## src/sv/nls_pkg.sv

```systemverilog
//------------------------------------------------------------------------------
// nls_pkg
// Types and constants of the natural log series unit.
//------------------------------------------------------------------------------
`timescale 1ns / 1ps
`default_nettype none
package nls_pkg;
   localparam logic [32:0] ONE_Q32 = 33'h1_0000_0000;
   localparam logic [31:0] LN2_Q32 = 32'hB172_17F8;

   localparam logic [7:0] CSR_STOP_MODE  = 8'd0;
   localparam logic [7:0] CSR_TERM_COUNT = 8'd1;

   typedef struct packed {
      logic [31:0] x_value;
      logic [31:0] tolerance;
   } req_type;

   typedef struct packed {
      logic signed [31:0] log_value;
      logic [4:0]         terms_used;
      logic [32:0]        remainder;
      logic               input_error;
   } rsp_type;

   // classified item passed from front to back
   typedef struct packed {
      logic               zero;
      logic signed [5:0]  m;
      logic [31:0]        z;
      logic [33:0]        tol4;
      logic               stop_mode;
      logic [6:0]         limit;
   } job_type;

   typedef enum logic [3:0] {
      ST_IDLE, ST_DIV_A, ST_CHECK, ST_MUL1, ST_MUL2, ST_DIV_T, ST_ACC,
      ST_FIN1, ST_FIN2, ST_OUT
   } state_type;
endpackage
`default_nettype wire

```

## src/sv/nls_front.sv

```systemverilog
//------------------------------------------------------------------------------
// nls_front
// Accepts items, finds the leading one and normalises x, holds the job queue.
//------------------------------------------------------------------------------
`timescale 1ns / 1ps
`default_nettype none
module nls_front #(
   parameter int MAX_TERMS = 16
) (
   input  wire                 clock,
   input  wire                 reset,
   input  wire                 push,
   output logic                full,
   input  nls_pkg::req_type    req_data,
   input  wire                 stop_mode,
   input  wire  [4:0]          term_count,
   output logic                job_valid,
   input  wire                 job_take,
   output nls_pkg::job_type    job
);
   import nls_pkg::*;

   localparam int LW = 7;

   job_type    q_ff [2];
   logic [1:0] cnt_ff, cnt_in;
   logic       wp_ff, wp_in, rp_ff, rp_in;
   job_type    cls;
   logic [4:0] p;
   logic       acc;

   always_comb begin
      p = 5'd0;
      for (int i = 0; i < 32; i++) begin
         if (req_data.x_value[i]) p = 5'(i);
      end
      cls.zero      = (req_data.x_value == 32'd0);
      cls.m         = 6'(signed'({1'b0, p})) - 6'sd15;
      cls.z         = req_data.x_value << (5'd31 - p);
      cls.tol4      = {req_data.tolerance, 2'b00};
      cls.stop_mode = stop_mode;
      if (stop_mode) cls.limit = LW'(MAX_TERMS);
      else if (32'(term_count) < MAX_TERMS) cls.limit = LW'(term_count);
      else cls.limit = LW'(MAX_TERMS);
   end

   assign full      = (cnt_ff == 2'd2);
   assign acc       = push && !full;
   assign job_valid = (cnt_ff != 2'd0);
   assign job       = q_ff[rp_ff];

   always_comb begin
      wp_in  = wp_ff ^ acc;
      rp_in  = rp_ff ^ (job_take && job_valid);
      cnt_in = cnt_ff + 2'(acc) - 2'(job_take && job_valid);
   end

   always_ff @(posedge clock) begin
      if (reset) begin
         cnt_ff <= 2'd0;
         wp_ff  <= 1'b0;
         rp_ff  <= 1'b0;
      end else begin
         cnt_ff <= cnt_in;
         wp_ff  <= wp_in;
         rp_ff  <= rp_in;
      end
      if (acc) q_ff[wp_ff] <= cls;
   end
endmodule
`default_nettype wire

```

## src/sv/nls_divider.sv

```systemverilog
//------------------------------------------------------------------------------
// nls_divider
// Restoring divider, one quotient bit a cycle, 64-bit dividend, 34-bit divisor.
//------------------------------------------------------------------------------
`timescale 1ns / 1ps
`default_nettype none
module nls_divider (
   input  wire         clock,
   input  wire         reset,
   input  wire         start,
   input  wire  [63:0] dividend,
   input  wire  [33:0] divisor,
   output logic        done,
   output logic [63:0] quotient
);
   logic [63:0] q_ff, q_in;
   logic [34:0] r_ff, r_in;
   logic [33:0] d_ff, d_in;
   logic [6:0]  n_ff, n_in;
   logic        busy_ff, busy_in;
   logic [34:0] sh;

   assign quotient = q_ff;
   assign done     = busy_ff && (n_ff == 7'd0);

   always_comb begin
      q_in = q_ff; r_in = r_ff; d_in = d_ff; n_in = n_ff; busy_in = busy_ff;
      sh = {r_ff[33:0], q_ff[63]};
      if (start) begin
         q_in = dividend; r_in = 35'd0; d_in = divisor; n_in = 7'd64; busy_in = 1'b1;
      end else if (busy_ff && n_ff != 7'd0) begin
         n_in = n_ff - 7'd1;
         if (sh >= {1'b0, d_ff}) begin
            r_in = sh - {1'b0, d_ff};
            q_in = {q_ff[62:0], 1'b1};
         end else begin
            r_in = sh;
            q_in = {q_ff[62:0], 1'b0};
         end
      end else if (done) begin
         busy_in = 1'b0;
      end
   end

   always_ff @(posedge clock) begin
      if (reset) begin
         busy_ff <= 1'b0;
         n_ff    <= 7'd0;
      end else begin
         busy_ff <= busy_in;
         n_ff    <= n_in;
      end
      q_ff <= q_in;
      r_ff <= r_in;
      d_ff <= d_in;
   end
endmodule
`default_nettype wire

```

## src/sv/nls_back.sv

```systemverilog
//------------------------------------------------------------------------------
// nls_back
// Series sequencer: forms a, the powers and terms on a shared multiplier and
// divider, accumulates the sum and holds the result item.
//------------------------------------------------------------------------------
`timescale 1ns / 1ps
`default_nettype none
module nls_back (
   input  wire                 clock,
   input  wire                 reset,
   input  wire                 job_valid,
   output logic                job_take,
   input  nls_pkg::job_type    job,
   output logic                rsp_valid,
   input  wire                 rsp_take,
   output nls_pkg::rsp_type    rsp
);
   import nls_pkg::*;

   state_type   state_ff, state_in;
   job_type     job_ff;
   logic [31:0] a_ff, a_in, pw_ff, pw_in;
   logic [32:0] term_ff, term_in;
   logic [36:0] sum_ff, sum_in;
   logic [6:0]  k_ff, k_in;
   logic [63:0] v_ff, v_in;
   rsp_type     rsp_ff, rsp_in;
   logic        out_ff, out_in;
   logic        dv_start, dv_done;
   logic [63:0] dv_dend, dv_q;
   logic [33:0] dv_sor;
   logic [63:0] prod;
   logic        go_on;
   logic [63:0] lnm, u;

   nls_divider u_div (
      .clock(clock), .reset(reset), .start(dv_start), .dividend(dv_dend),
      .divisor(dv_sor), .done(dv_done), .quotient(dv_q)
   );

   assign prod      = pw_ff * a_ff;
   assign rsp_valid = out_ff;
   assign rsp       = rsp_ff;
   assign go_on     = (k_ff < job_ff.limit) &&
                      !(job_ff.stop_mode && ({1'b0, term_ff} < job_ff.tol4));

   // next state
   always_comb begin
      state_in = state_ff;
      case (state_ff)
         ST_IDLE:  if (job_valid && !out_ff) state_in = job.zero ? ST_OUT : ST_DIV_A;
         ST_DIV_A: if (dv_done) state_in = ST_CHECK;
         ST_CHECK: state_in = go_on ? ((k_ff == 7'd0) ? ST_DIV_T : ST_MUL1) : ST_FIN1;
         ST_MUL1:  state_in = ST_MUL2;
         ST_MUL2:  state_in = ST_DIV_T;
         ST_DIV_T: if (dv_done) state_in = ST_ACC;
         ST_ACC:   state_in = ST_CHECK;
         ST_FIN1:  state_in = ST_FIN2;
         ST_FIN2:  state_in = ST_OUT;
         ST_OUT:   state_in = ST_IDLE;
         default:  state_in = ST_IDLE;
      endcase
   end

   // datapath and outputs
   always_comb begin
      a_in = a_ff; pw_in = pw_ff; term_in = term_ff; sum_in = sum_ff; k_in = k_ff;
      v_in = v_ff; rsp_in = rsp_ff; out_in = out_ff;
      job_take = 1'b0; dv_start = 1'b0;
      dv_dend = {32'(ONE_Q32 - {1'b0, job_ff.z}), 32'd0};
      dv_sor  = {1'b0, ONE_Q32 + {1'b0, job_ff.z}};
      lnm = 64'(signed'(job_ff.m)) * {32'd0, LN2_Q32};
      u   = v_ff + 64'h100_0000_0000;
      if (out_ff && rsp_take) out_in = 1'b0;
      case (state_ff)
         ST_IDLE: begin
            if (job_valid && !out_ff) begin
               job_take = 1'b1;
               dv_start = !job.zero;
               dv_dend  = {32'(ONE_Q32 - {1'b0, job.z}), 32'd0};
               dv_sor   = {1'b0, ONE_Q32 + {1'b0, job.z}};
               term_in  = ONE_Q32;
               sum_in   = 37'd0;
               k_in     = 7'd0;
               rsp_in.log_value   = 32'sd0;
               rsp_in.terms_used  = 5'd0;
               rsp_in.remainder   = ONE_Q32;
               rsp_in.input_error = job.zero;
            end
         end
         ST_DIV_A: if (dv_done) begin
            a_in  = dv_q[31:0];
            pw_in = dv_q[31:0];
         end
         ST_MUL1:  pw_in = prod[63:32];
         ST_MUL2:  pw_in = prod[63:32];
         ST_CHECK: begin
            if (go_on) begin
               k_in = k_ff + 7'd1;
               if (k_ff == 7'd0) begin
                  dv_start = 1'b1;
                  dv_dend  = {32'd0, pw_ff};
                  dv_sor   = 34'd1;
               end
            end
         end
         ST_DIV_T: begin
            dv_dend = {32'd0, pw_ff};
            dv_sor  = {26'd0, k_ff, 1'b0} - 34'd1;
            if (dv_done) term_in = {1'b0, dv_q[31:0]};
         end
         ST_ACC:   sum_in = sum_ff + {4'd0, term_ff};
         ST_FIN1:  v_in = lnm - {26'd0, sum_ff, 1'b0};
         ST_FIN2: begin
            rsp_in.log_value  = 32'((u + 64'd128) >> 8);
            rsp_in.terms_used = k_ff[4:0];
            rsp_in.remainder  = term_ff;
         end
         ST_OUT:   out_in = 1'b1;
         default:  ;
      endcase
      // kick the term division on entry from the second multiply step
      if (state_ff == ST_MUL2) begin
         dv_start = 1'b1;
         dv_dend  = {32'd0, prod[63:32]};
         dv_sor   = {26'd0, k_ff, 1'b0} - 34'd1;
      end
   end

   always_ff @(posedge clock) begin
      if (reset) begin
         state_ff <= ST_IDLE;
         out_ff   <= 1'b0;
      end else begin
         state_ff <= state_in;
         out_ff   <= out_in;
      end
      if (job_take) job_ff <= job;
      a_ff <= a_in; pw_ff <= pw_in; term_ff <= term_in; sum_ff <= sum_in;
      k_ff <= k_in; v_ff <= v_in; rsp_ff <= rsp_in;
   end
endmodule
`default_nettype wire

```

## src/sv/natural_log_series_unit.sv

```systemverilog
//------------------------------------------------------------------------------
// natural_log_series_unit
// ln(x) by power-of-two reduction and the atanh series.
//------------------------------------------------------------------------------
// Input queue: push an item {x_value, tolerance} while full is low.
// Result queue: while empty is low the oldest result sits on rsp_data;
// pop takes it.
// CSR port: csr_index 0 = stop_mode, 1 = term_count, written on csr_valid and
// csr_ready; other indexes are dropped. Write only while the unit is idle.
// Sequencing: the front queues up to two items. The back runs a restoring
// divide for a, then per term two multiplies and a divide; the first term skips
// the multiplies. At most MAX_TERMS terms are summed. A zero x skips the series
// and gives its error result. The next item starts once the result is popped.
// One result register: while it waits for pop the back holds, the front keeps
// filling until full. Reset clears the queues and sets stop_mode 1,
// term_count 8.
//------------------------------------------------------------------------------
`timescale 1ns / 1ps
`default_nettype none
module natural_log_series_unit #(
   parameter int MAX_TERMS = 16
) (
   input  wire               clock,
   input  wire               reset,
   input  wire               push,
   output logic              full,
   input  nls_pkg::req_type  req_data,
   output logic              empty,
   input  wire               pop,
   output nls_pkg::rsp_type  rsp_data,
   input  wire               csr_valid,
   output logic              csr_ready,
   input  wire  [7:0]        csr_index,
   input  wire  [31:0]       csr_data
);
   import nls_pkg::*;

   logic       stop_ff;
   logic [4:0] count_ff;
   logic       jv, jt, rv;
   job_type    job;

   assign csr_ready = 1'b1;

   always_ff @(posedge clock) begin
      if (reset) begin
         stop_ff  <= 1'b1;
         count_ff <= 5'd8;
      end else if (csr_valid) begin
         case (csr_index)
            CSR_STOP_MODE:  stop_ff  <= csr_data[0];
            CSR_TERM_COUNT: count_ff <= csr_data[4:0];
            default: ;
         endcase
      end
   end

   nls_front #(.MAX_TERMS(MAX_TERMS)) u_front (
      .clock(clock), .reset(reset), .push(push), .full(full), .req_data(req_data),
      .stop_mode(stop_ff), .term_count(count_ff), .job_valid(jv), .job_take(jt),
      .job(job)
   );

   nls_back u_back (
      .clock(clock), .reset(reset), .job_valid(jv), .job_take(jt), .job(job),
      .rsp_valid(rv), .rsp_take(pop), .rsp(rsp_data)
   );

   assign empty = !rv;
endmodule
`default_nettype wire

```

## config.mk

```make
export PLATFORM = sky130hd
export DESIGN_NAME = natural_log_series_unit
export DESIGN_NICKNAME = d
export VERILOG_FILES = /design/src/sv/nls_pkg.sv /design/src/sv/nls_front.sv /design/src/sv/nls_divider.sv /design/src/sv/nls_back.sv /design/src/sv/natural_log_series_unit.sv
export SDC_FILE = /design/constraint.sdc
export NUM_CORES = 2
export LEC_CHECK = 0
export ABC_AREA = 1
export BUFFER_PORTS_ARGS = -buffer_cell sky130_fd_sc_hd__buf_2
export CAP_MARGIN = 20
export CORE_UTILIZATION = 55
export DETAILED_ROUTE_END_ITERATION = 6
export GPL_ROUTABILITY_DRIVEN = 0
export PLACE_DENSITY = 0.83
export SYNTH_ARGS = -nofsm -noshare
export SYNTH_HDL_FRONTEND = slang
export SYNTH_SLANG_ARGS = --single-unit
```

## constraint.sdc

```tcl
create_clock -name clock -period 19.7 [get_ports clock]
set_input_delay 2.955 -clock clock [delete_from_list [all_inputs] [get_ports clock]]
set_output_delay 2.955 -clock clock [all_outputs]
set_load 0.01 [all_outputs]
```

# == After elaboration in Yosys (flattened, before gate mapping) ==
# Memory sizes are Yosys's and may differ from the RTL's. A register that Yosys moved wholly into a read port is not among the register bits.
# Index checks and enable logic that the tools add are counted.
# classes
n_addsub,16
n_reduce_logical,40
n_eq_ne,16
n_lt_le_gt_ge,4
mul,2
bitwise_logic,2
mux,83
shift,1
# ops
cell,count
$mux 64,6
$pmux 64 s3,1
$pmux 70 s2,1
$mux 33,4
$mux 34,3
$pmux 34 s3,1
$mux 5,17
$pmux 37 s2,1
$mux 71,1
$add 33x32->33 const A,2
$pmux 33 s2,1
$mul 32x32->64,1
$mul 64x29->37 const B,1
$pmux 32 s2,1
$sub 1x32->32 const A,2
$mux 4,13
$add 40x1->40 const B,1
$add 40x8->40 const B,1
$sub 40x38->40,1
$add 37x33->37,1
$mux 37,1
$pmux 4 s9,1
$ge 35x34->1,1
$mux 7,5
other kinds (37),96
# word_totals
mem_bits_rw,158
wordCells,193
memories,1
output_inout_bits,74
inputBits,109
register_bits,487
# memory_table
name,words,width,read_ports,rd_clocked_by_memory_dff,write_ports,line_no,source
u_front.q_ff,2,79,1,1,1,nls_front.sv:25,job_type q_ff [2];

# == Depth between registers and ports, before layout ==
# logic_depth
depth_word,33
ltp_mapped,45
depth_no_buf,45

# == Cells and area by module ==
# From an unflattened synthesis, not the netlist that was laid out.
# hier_totals
cells_unflattened,10240
hier_area_um2,79889.1
# modules_own_cells
mod,cells_per_inst,instances,area_each_um2
nls_back,8108,1,62991.7
nls_divider,1159,1,8525.7
nls_front,921,1,8026.4
natural_log_series_unit,52,1,345.3

# == Worst setup path before layout ==
# OpenSTA, ideal clock, no wires.
# synth_path
kind,register to register
from,register u_back.job_ff[79] in the netlist's numbering
to,"register u_back.v_ff[39], data pin"
path_stages_with_launch,44
synth_period_minus_slack_ns,10.466
path_slack_ns,9.234
arrival_time_ns,10.203
t_required_ns,19.437
setup_time_ns,0.263
n_path_buf,3
path_cell_list,edfxtp_1 clkbuf_1 inv_1 clkbuf_1 clkbuf_1 fa_1 inv_1 ha_1 inv_1 fa_1 inv_1 ha_1 ha_1 fa_1 inv_1 fa_1 inv_1 ha_1 (+8 left out) o21ai_1 a21oi_1 o21ai_1 nand2_1 nand2_1 inv_1 o21ai_0 xor2_1 ha_1 nand2_1 o21ai_0 a311oi_1 nand3_1 nand3_1 nand2_1 a21oi_1 nand2_1 xor2_1
# synth_via
elab_chain_len,2
# synth_lines
element,line_no,source
from (decl),nls_back.sv:21,job_type job_ff;
from (signal assigned),nls_back.sv:138,if (job_take) job_ff <= job;
$mul 64x29->37,nls_back.sv:72,"lnm = 64'(signed'(job_ff.m)) * {32'd0, LN2_Q32};"
$sub 40x38->40,nls_back.sv:113,"ST_FIN1: v_in = lnm - {26'd0, sum_ff, 1'b0};"
to (signal assigned),nls_back.sv:140,k_ff <= k_in; v_ff <= v_in; rsp_ff <= rsp_in;
to (decl),nls_back.sv:26,"logic [63:0] v_ff, v_in;"
# Every way passes these cells.
# A chain may end at the register's enable or synchronous reset.

# == Worst setup path after layout ==
# layout_path
from,register u_back.job_ff[78] in the netlist's numbering
to,"register u_back.v_ff[39], data pin"
# The elaborated chain is that of the path after synthesis.

==> flow_summary.toml <==
[setup_path]
path_buf_inv = 5
worstSetupEndpointType = "flip-flop"
cp.arrival_ps = 9960
criticalPathCategory = "flip-flop to flip-flop"
required_ps = 20070
slowest_stage = "edfxtp_1"
path_delay_family = "adder cells"
cp-start-kind = "flip-flop"
max_stage_delay_ps = 810
cpMostUsedCell = "ha_1"
path_max_fanout = 14

[floorplanning]
die-area_um2 = 133000
die_height_um = 364
rows = 132
start_util_pct = 55.6
coreArea_um2 = 130000
die_x_um = 364
io_pins = 183

[clock_network]
cts_tree = "built"
cts_max_level = 2
cts_setup_buffers = 0
cts_inserted_buffers = 60
cts_hold_buf = 0
path_clk_slew_ps = 70
cts_max_path_buffers = 3
post_cts_resized = 0
cts-root-buf = "clkbuf_16"
clk_latency_ps = 650
cts.sinks = 630

[place]
dp_hpwl_mm = 145
port_buffers = 154
place_area_um2 = 74700

[timing]
rsz0062_at_grt = "no"
setup_viol = 0
finalMaxSlewViolations = 0
worst_pin_slew_ps = 1310
skew_ps = 37.1
period_needed_ps = 9600
final-hold-violation-count = 0
max_freq_ghz = 0.104
period_share_pct = 48.7
relSlewSlack_pct = 12.7
fin_setup_tns_ps = 0

[logic_synthesis]
synthCells = 8342
synth_warnings = 0
syn_avg_cell_area_um2 = 8.65
yosysSeqAreaShare_pct = 25.4
synth-seq-cells = 630
ys_types = 78
async_flop_share_pct = 0
synthFlopType = "edfxtp_1"
synth_nets = 9990
synth_edf_count = 573
netlist_area_um2 = 72200

[routing]
vias = 58200
routed_wl_mm = 194
wl_per_cell_um = 19.2
drt_iter0_drc = 6169
ant_nets = 0
first_pass_iters = 7
met3_length_mm = 21.9
wl_met2_mm = 89.8
route.detailed.drc = 0
met1_length_mm = 71.3
top_layer_used = "met4"
routed_via_density = 5.76

[global_routing]
grt_pass1_vias = 60100
grt_max_degree = 101
gr-total-overflow = 0
antenna_found_initial = 2
grt_first_pass_wirelength_mm = 309
grt_usage_pct = 29.5

[job]
maxCapViolations = 0

[layout]
finish.utilization_pct = 59.1
areaGrowthSynthToFinish_pct = 6.25
drive_above_1_share_pct = 6.01
design_area_um2 = 76700
fin_nets = 9962

[min_path]
hp-class = "flip-flop to flip-flop"

[run_status]
status = "finished clean"
==> state kept, by name, indices dropped and copies added (netlist names), 7 cells and up <==
name                   cells
u_back.k_ff                7
u_back.sum_ff             37
u_back.u_div.n_ff          7
u_back.u_div.r_ff         34
u_back.u_div.d_ff         34
u_back.pw_ff              32
u_back.job_ff             76
u_back.u_div.quotient     64
u_back.v_ff               33
u_front.q_ff             154
u_back.term_ff            33
u_back.a_ff               32
u_back.rsp                71
==> final timing paths <==
check,cells after the start,startpoint,slack (ps),end
worst max-delay path,38,u_back.job_ff[78],10100,u_back.v_ff[39]
worst max register to register,38,u_back.job_ff[78],10100,u_back.v_ff[39]
worst min register to register,0,u_back.u_div.quotient[9],450,u_back.a_ff[9]
worst min-delay path,0,u_back.u_div.quotient[9],450,u_back.a_ff[9]
==> cells in the mapped netlist (17+ instances only) <==
master	instances	area share, %
inv_1	1879	9.8
nand2_1	1839	9.6
fa_1	977	27
edfxtp_1	573	24
ha_1	562	9.7
o21ai_0	352	2.4
nor2_1	349	1.8
a21oi_1	340	2.4
clkbuf_1	325	1.7
nand3_1	306	2.1
xor2_1	128	1.6
xnor2_1	92	1.1
dfxtp_1	57	1.6
nor3_1	55	0.38
o21ai_1	45	0.31
o211ai_1	44	0.46
a31oi_1	39	0.34
or2_2	31	0.27
o221ai_1	30	0.36
inv_2	25	0.13
o21a_1	25	0.26
nand4_1	22	0.19
nor4_1	19	0.16
o22ai_1	17	0.15
==> routing by layer <==
metal  global-route usage (%)  up-vias
li1                         -    25700
met5                        0        -
met3                     5.90      836
met4                     14.6        0
met2                     48.4     3541
met1                     37.3    28100
==> placed cells by master (no fill, tap or decap), types with 10 or more instances in the layout <==
cell type,n
buf_2,154
or2_2,31
fa_1,977
xor2_1,128
ha_1,560
nand4_1,22
o221ai_1,30
o21ai_1,45
clkinv_1,12
a21oi_1,338
a211oi_1,11
nand3_1,306
a31oi_1,38
nor3_2,11
nor2_2,16
o21a_1,25
inv_2,28
o31ai_1,10
clkinv_2,21
clkbuf_16,60
o211ai_1,44
edfxtp_1,573
o22ai_1,17
a21o_1,15
nor3_1,53
nor4_1,19
nand2_1,1838
xnor2_1,92
inv_1,1876
o21ai_0,349
nor2_1,344
dfxtp_1,56
buf_4,103
==> metrics by stage <==
stage | std cells | setup slack (ps) | hold WS, ps
floorplan | 8342 | 9230 | 426
global placement | 9992 | 10330 | 427
detailed placement | 9993 | 10170 | 434
CTS | 10100 | 10140 | 452
global route | 10100 | 9310 | 463
finish | 10100 | 10100 | 451
==> cell type report <==
cell class	count	area, µm²
inverters	1913	7190
fillers	10500	53100
clock inverters	46	449
repair buffers	259	1590
clock buffers	66	1520
diodes	1	2.50
multi-input cells	5450	45400
flip-flops and latches	630	18400
well taps	1742	2180
==> worst reg2reg max path, delay by kind of cell, from the launching register on <==
| kind | cells | cell delay (ps) |
|---|---|---|
| AOI/OAI and AO/OA | 13 | 2410 |
| xor gates and xnor gates | 3 | 640 |
| adders and majority gates | 11 | 4140 |
| buffers and inverters | 5 | 570 |
| DFF | 1 | 810 |
| and+or+nand+nor | 6 | 760 |
==> cells by family after synthesis <==
group                    count (synthesis)  synth area share [%]
AND/OR/NAND/NOR                       2705                  15.5
buffers and inverters                 2262                  11.8
adder cells (fa/ha/maj)               1539                  36.8
AO/OA/AOI/OAI                          983                  7.71
flip-flops                             630                  25.4
XOR/XNOR                               220                  2.67
multiplexers                             2                0.0277
other                                    1               0.00519
Power is left out: the tool's default activity adds up to more than one toggle a clock period on the data nets, which glitch-free logic cannot reach.
